<file path="config.mk">
export PLATFORM = sky130hd
export DESIGN_NAME = sedt_grad
export DESIGN_NICKNAME = d
export VERILOG_FILES = /design/src/hw/rtl/sobel_edge_double_threshold_macros.svh /design/src/hw/rtl/sedt_pkg.sv /design/src/hw/rtl/sedt_grad.sv
export SDC_FILE = /design/constraint.sdc
export NUM_CORES = 1
export LEC_CHECK = 0
export BUFFER_PORTS_ARGS = -buffer_cell sky130_fd_sc_hd__buf_2
export CORE_ASPECT_RATIO = 1.5
export CORE_MARGIN = 3
export CORE_UTILIZATION = 55
export DETAILED_ROUTE_END_ITERATION = 10
export PLACE_DENSITY_LB_ADDON = 0.2
export SETUP_SLACK_MARGIN = 0.02
export SLEW_MARGIN = 15
export SYNTH_ARGS = -nofsm -noshare
export SYNTH_HDL_FRONTEND = slang
export SYNTH_SLANG_ARGS = --single-unit
</file>
<file path="constraint.sdc">
create_clock -name clock -period 9.13 [get_ports clock]
set_input_delay 2.2825 -clock clock [delete_from_list [all_inputs] [get_ports clock]]
set_output_delay 2.2825 -clock clock [all_outputs]
set_load 0.02 [all_outputs]
</file>
<file path="src/hw/rtl/sobel_edge_double_threshold_macros.svh">
// Assertion macros shared by the edge detector RTL.
// Depends on a clock named clock and an active-high reset named reset in the user.
`ifndef SOBEL_EDGE_DOUBLE_THRESHOLD_MACROS_SVH
`define SOBEL_EDGE_DOUBLE_THRESHOLD_MACROS_SVH

// same-cycle implication
`define SEDT_ASSERT_IMPL(label, ante, cons, msg) \
   label: assert property (@(posedge clock) disable iff (reset) (ante) |-> (cons)) \
      else $error(msg);

// next-cycle implication
`define SEDT_ASSERT_NEXT(label, ante, cons, msg) \
   label: assert property (@(posedge clock) disable iff (reset) (ante) |=> (cons)) \
      else $error(msg);

`endif

</file>
<file path="src/hw/rtl/sedt_pkg.sv">
// Package for the Sobel edge detector: widths, register codes, per-pixel tags.
// No dependencies; used by sedt_if, sedt_grad and the top level.
`default_nettype none

package sedt_pkg;

   localparam int MAX_WIDTH     = 2048;
   localparam int COL_W         = $clog2(MAX_WIDTH);
   localparam int PIXEL_W       = 8;
   localparam int ROW_W         = 16;
   localparam int COLUMN_W      = 11;
   localparam int IMG_WIDTH_W   = 12;
   localparam int IMG_HEIGHT_W  = 16;
   localparam int THRESH_W      = 11;
   localparam int CSR_DATA_W    = 16;
   localparam int CSR_INDEX_W   = 2;
   localparam int LINE_W        = 2 * PIXEL_W;
   localparam int GRAD_W        = PIXEL_W + 3;
   localparam int SQ_W          = 2 * GRAD_W - 2;
   localparam int MAG_W         = 2 * THRESH_W;

   localparam int WIDTH_RESET   = 2048;
   localparam int HEIGHT_RESET  = 1080;
   localparam int LOW_RESET     = 50;
   localparam int HIGH_RESET    = 150;

   typedef enum logic [CSR_INDEX_W-1:0] {
      CSR_IMAGE_WIDTH  = 2'd0,
      CSR_IMAGE_HEIGHT = 2'd1,
      CSR_WEAK_LEVEL   = 2'd2,
      CSR_STRONG_LEVEL = 2'd3
   } csr_index_type;

   // position tags carried alongside each pixel through the pipeline
   typedef struct packed {
      logic             interior;
      logic             up_ok;
      logic             left_ok;
      logic             right_ok;
      logic             last;
      logic [ROW_W-1:0] row;
      logic [COL_W-1:0] col;
      logic [COL_W-1:0] addr;
   } meta_type;

   typedef struct packed {
      logic shift;
      logic square;
   } grad_ctrl_type;

   function automatic logic [COL_W-1:0] eff_width_m1(logic [IMG_WIDTH_W-1:0] v);
      int w;
      w = int'(v);
      if (w < 3) w = 3;
      if (w > MAX_WIDTH) w = MAX_WIDTH;
      return COL_W'(w - 1);
   endfunction

   function automatic logic [ROW_W-1:0] eff_height_m1(logic [IMG_HEIGHT_W-1:0] v);
      if (v < IMG_HEIGHT_W'(3)) begin
         return ROW_W'(2);
      end
      return ROW_W'(v - IMG_HEIGHT_W'(1));
   endfunction

   function automatic logic [MAG_W-1:0] thresh_sq(logic [THRESH_W-1:0] t);
      logic [MAG_W-1:0] t_ext;
      t_ext = MAG_W'(t);
      return t_ext * t_ext;
   endfunction

endpackage

`default_nettype wire

</file>
<file path="src/hw/rtl/sedt_grad.sv">
// 3x3 pixel window and Sobel gradient squaring stage.
// Depends on sedt_pkg.
`default_nettype none

module sedt_grad (
   input  logic                         clock,
   input  logic                         reset,
   input  sedt_pkg::grad_ctrl_type      ctrl,
   input  logic [sedt_pkg::PIXEL_W-1:0] top,
   input  logic [sedt_pkg::PIXEL_W-1:0] mid,
   input  logic [sedt_pkg::PIXEL_W-1:0] bot,
   output logic [sedt_pkg::SQ_W-1:0]    sqx,
   output logic [sedt_pkg::SQ_W-1:0]    sqy
);
   import sedt_pkg::*;

   // win_ff[row][col]: row 0 oldest line, col 0 oldest column
   logic [PIXEL_W-1:0]      win_ff [3][3];
   logic [GRAD_W-1:0]       pos_x, neg_x, pos_y, neg_y;
   logic signed [GRAD_W-1:0] gx, gy;
   logic signed [2*GRAD_W-1:0] prod_x, prod_y;
   logic [SQ_W-1:0]         sqx_ff, sqy_ff;

   always_ff @(posedge clock) begin
      if (reset) begin
         win_ff <= '{default: '0};
      end else if (ctrl.shift) begin
         for (int i = 0; i < 3; i++) begin
            win_ff[i][0] <= win_ff[i][1];
            win_ff[i][1] <= win_ff[i][2];
         end
         win_ff[0][2] <= top;
         win_ff[1][2] <= mid;
         win_ff[2][2] <= bot;
      end
   end

   always_comb begin
      pos_x = GRAD_W'(win_ff[0][2]) + (GRAD_W'(win_ff[1][2]) << 1) + GRAD_W'(win_ff[2][2]);
      neg_x = GRAD_W'(win_ff[0][0]) + (GRAD_W'(win_ff[1][0]) << 1) + GRAD_W'(win_ff[2][0]);
      pos_y = GRAD_W'(win_ff[2][0]) + (GRAD_W'(win_ff[2][1]) << 1) + GRAD_W'(win_ff[2][2]);
      neg_y = GRAD_W'(win_ff[0][0]) + (GRAD_W'(win_ff[0][1]) << 1) + GRAD_W'(win_ff[0][2]);
      gx = $signed(pos_x) - $signed(neg_x);
      gy = $signed(pos_y) - $signed(neg_y);
      prod_x = gx * gx;
      prod_y = gy * gy;
   end

   always_ff @(posedge clock) begin
      if (ctrl.square) begin
         sqx_ff <= prod_x[SQ_W-1:0];
         sqy_ff <= prod_y[SQ_W-1:0];
      end
   end

   assign sqx = sqx_ff;
   assign sqy = sqy_ff;

endmodule

`default_nettype wire

</file>
==> impl_metrics.toml <==
[drt]
dr.pass1.iters = 5
wl_per_cell_um = 14.96
dr.first_iter.drc_count = 314
ant_nets = 0
drt_wl_total_mm = 26.26
num_vias = 8791
route.detailed.drc = 0
routed_via_density = 5.009

[yosys]
syn_inst = 1375
syn_avg_cell_area_um2 = 9.932
synth_top_flop_cell = "dfxtp_1"
synth_edf_count = 38
ys_warn_count = 0
ys_ff_latch = 110
async_reset_ff_frac = 0
synth.cell_area_um2 = 13660
ys_seq_area_frac = 0.1891
synthDistinctLibCells = 61

[floorplanning]
rows = 70
initial_core_util = 0.5589
die_w_um = 134.7
die_h_um = 199.0
dieArea_um2 = 26800
design.core.area_um2 = 24440
num_io_pins = 68

[setup_path]
r2r_cells = 31
cp_top_family = "adder cells"
worstPathMaxFanout = 9
r2r-end = "sqx[19]"
startpoint = "win_ff[1]"
cp.arrival_ns = 8.65
worstSetupPathType = "reg2reg"
rrSetupSlack_ns = 0.61
cpMostUsedCell = "fa_1"
required_ns = 9.25
start_kind = "flip-flop"
r2r-start = "win_ff[1]"
cp_num_buf_inv = 6
endpoint_kind = "flip-flop"
cp_slowest_cell = "fa_1"
cpPeakStageDelay_ns = 0.52

[placement]
portBuffers = 65
hpwl_mm = 22.41
routabilityCongestion = 0.8748

[job]
max_cap_viol_count = 0

[sta]
drv_slew = 0
max_slew_margin = 0.2108
rsz0062_at_grt = "false"
min_period_over_period = 0.9336
final.setup.tns_ns = 0
setup_viol = 0
worst-slew-pin-transition_ns = 1.184
fmax_ghz = 0.1173
hold_viol_final = 0
hold_ws_ns = 0.4916
finalClockSkew_ns = 0.01265
fin_crit_ns = 8.524

[global_routing]
grt_pass1_wl_mm = 45.12
antenna_found_initial = 0
grt_max_degree = 73
grt_pass1_vias = 9760
gr-usage-all-layers = 0.2116
globalRouteOverflowTotal = 0

[clock_tree]
clk_pin_slew_worst_paths_ns = 0.08
cts-root-buf = "clkbuf_16"
cts-hold-fix-buffers = 0
tritoncts.num_buffers = 9
htreeDepth = 3
cts_tree = "done"
worstSkewPairLatency_ns = 0.37
clkSinkCount = 110
clockBufferDepth = 2

[cells_and_area]
nFillCells = 2128
area_delta_synth_final_pct = 6.963
drive_gt1_frac = 0.07407
layout.nets = 1805
mostFrequentLayoutCells = "361 x inv_1, 250 x fa_1, 134 x nor2_1"
regArea_um2 = 2582
final_core_util = 0.5978
multi_input_area_um2 = 9583
antenna_cells = 0
final_common_cell = "inv_1"

[worst_hold_path]
whs_endpoint = "win_ff[43]"
hold_path_depth = 2
hp-start = "win_ff[35]"
hp-class = "reg2reg"

[outcome]
status = "finished clean"
Yosys cell counts (3+ instances only):
cell type | number | area (um^2)
inv_1 | 361 | 1355
fa_1 | 250 | 5005
nor2_1 | 134 | 503.0
ha_1 | 101 | 1264
mux2i_1 | 75 | 750.7
dfxtp_1 | 72 | 1441
nand2_1 | 61 | 229.0
xnor2_1 | 51 | 446.7
edfxtp_1 | 38 | 1141
and2_1 | 37 | 231.5
clkbuf_1 | 28 | 105.1
a21oi_1 | 21 | 105.1
xor2_1 | 17 | 148.9
nor2b_1 | 14 | 87.58
a21o_1 | 13 | 97.59
nand2b_1 | 11 | 68.82
o21ai_0 | 11 | 55.05
o21a_1 | 8 | 60.06
a31oi_1 | 6 | 37.54
nor3_1 | 6 | 30.03
buf_2 | 4 | 20.02
nand3_1 | 4 | 20.02
and3_1 | 3 | 18.77
worst max path at each step:
| stage | cells past startpoint | end | slack, ns |
|---|---|---|---|
| 5_1_grt | 32 | sqy[18] | 0.1 |
| 3_3_place_gp | 28 | sqx[19] | 0.76 |
| 3_5_place_dp | 31 | sqx[19] | 0.54 |
| 4_1_cts | 31 | sqx[19] | 0.50 |
| 6_report | 31 | sqx[19] | 0.61 |
| 2_1_floorplan | 33 | sqy[19] | 1.10 |
per-stage QoR:
step           instance area (um^2)  worst slack [ns]  cells
2_1_floorplan                 13660             1.098   1376
3_3_place_gp                  14320            0.7638   1739
3_5_place_dp                  14320            0.5418   1739
4_1_cts                       14600            0.5010   1755
5_1_grt                       14610           0.09727   1755
6_report                      14610            0.6061   1755
worst reg2reg max path: cells and delay by family (launching register included):
kind | cells | cell delay, ns
buffers and inverters | 6 | 0.58
adder cells (fa/ha/maj) | 11 | 4.77
flip-flops | 1 | 0.35
XOR/XNOR | 3 | 0.59
AO/OA/AOI/OAI | 6 | 1.34
AND/OR/NAND/NOR | 5 | 0.64
state kept, by name, indices dropped and copies added, names as in the netlist:
signal / flops
sqx: 19
sqy: 19
win_ff: 72
metal layers:
| layer | part of all wire | GRT usage |
|---|---|---|
| met3 | 0.024 | 0.02252 |
| met1 | 0.40 | 0.2489 |
| met2 | 0.56 | 0.4055 |
| met5 | 0 | 0 |
| met4 | 0.022 | 0.05925 |
timing repair:
item                                    CTS  global route
resized for setup                         0             1
buffers inserted                          0             0
endpoints found under the setup margin    0             1
cells by family (layout without fill, tap and decap cells):
| family | Yosys count | in the layout | share of synthesized area |
|---|---|---|---|
| AND/OR/NAND/NOR | 282 | 282 | 0.09382 |
| AO/OA/AOI/OAI | 88 | 88 | 0.04599 |
| adder cells (fa/ha/maj) | 351 | 351 | 0.4590 |
| other | 1 | 2 | 0.0002746 |
| flip-flops | 110 | 110 | 0.1891 |
| buffers and inverters | 397 | 452 | 0.1100 |
| XOR/XNOR | 70 | 70 | 0.04599 |
| multiplexers | 76 | 76 | 0.05579 |
cell type report:
cell class,instances,share of cell area
clock buffer,9,0.01542
clock inverter,7,0.003940
inverter,362,0.09302
multi-input combinational,869,0.6560
sequential,110,0.1768
tap,324,0.02775
timing repair buffer,74,0.02707
Power is not shown: default switching activity piles up to over one toggle a cycle in this logic, so the estimate is an artifact.
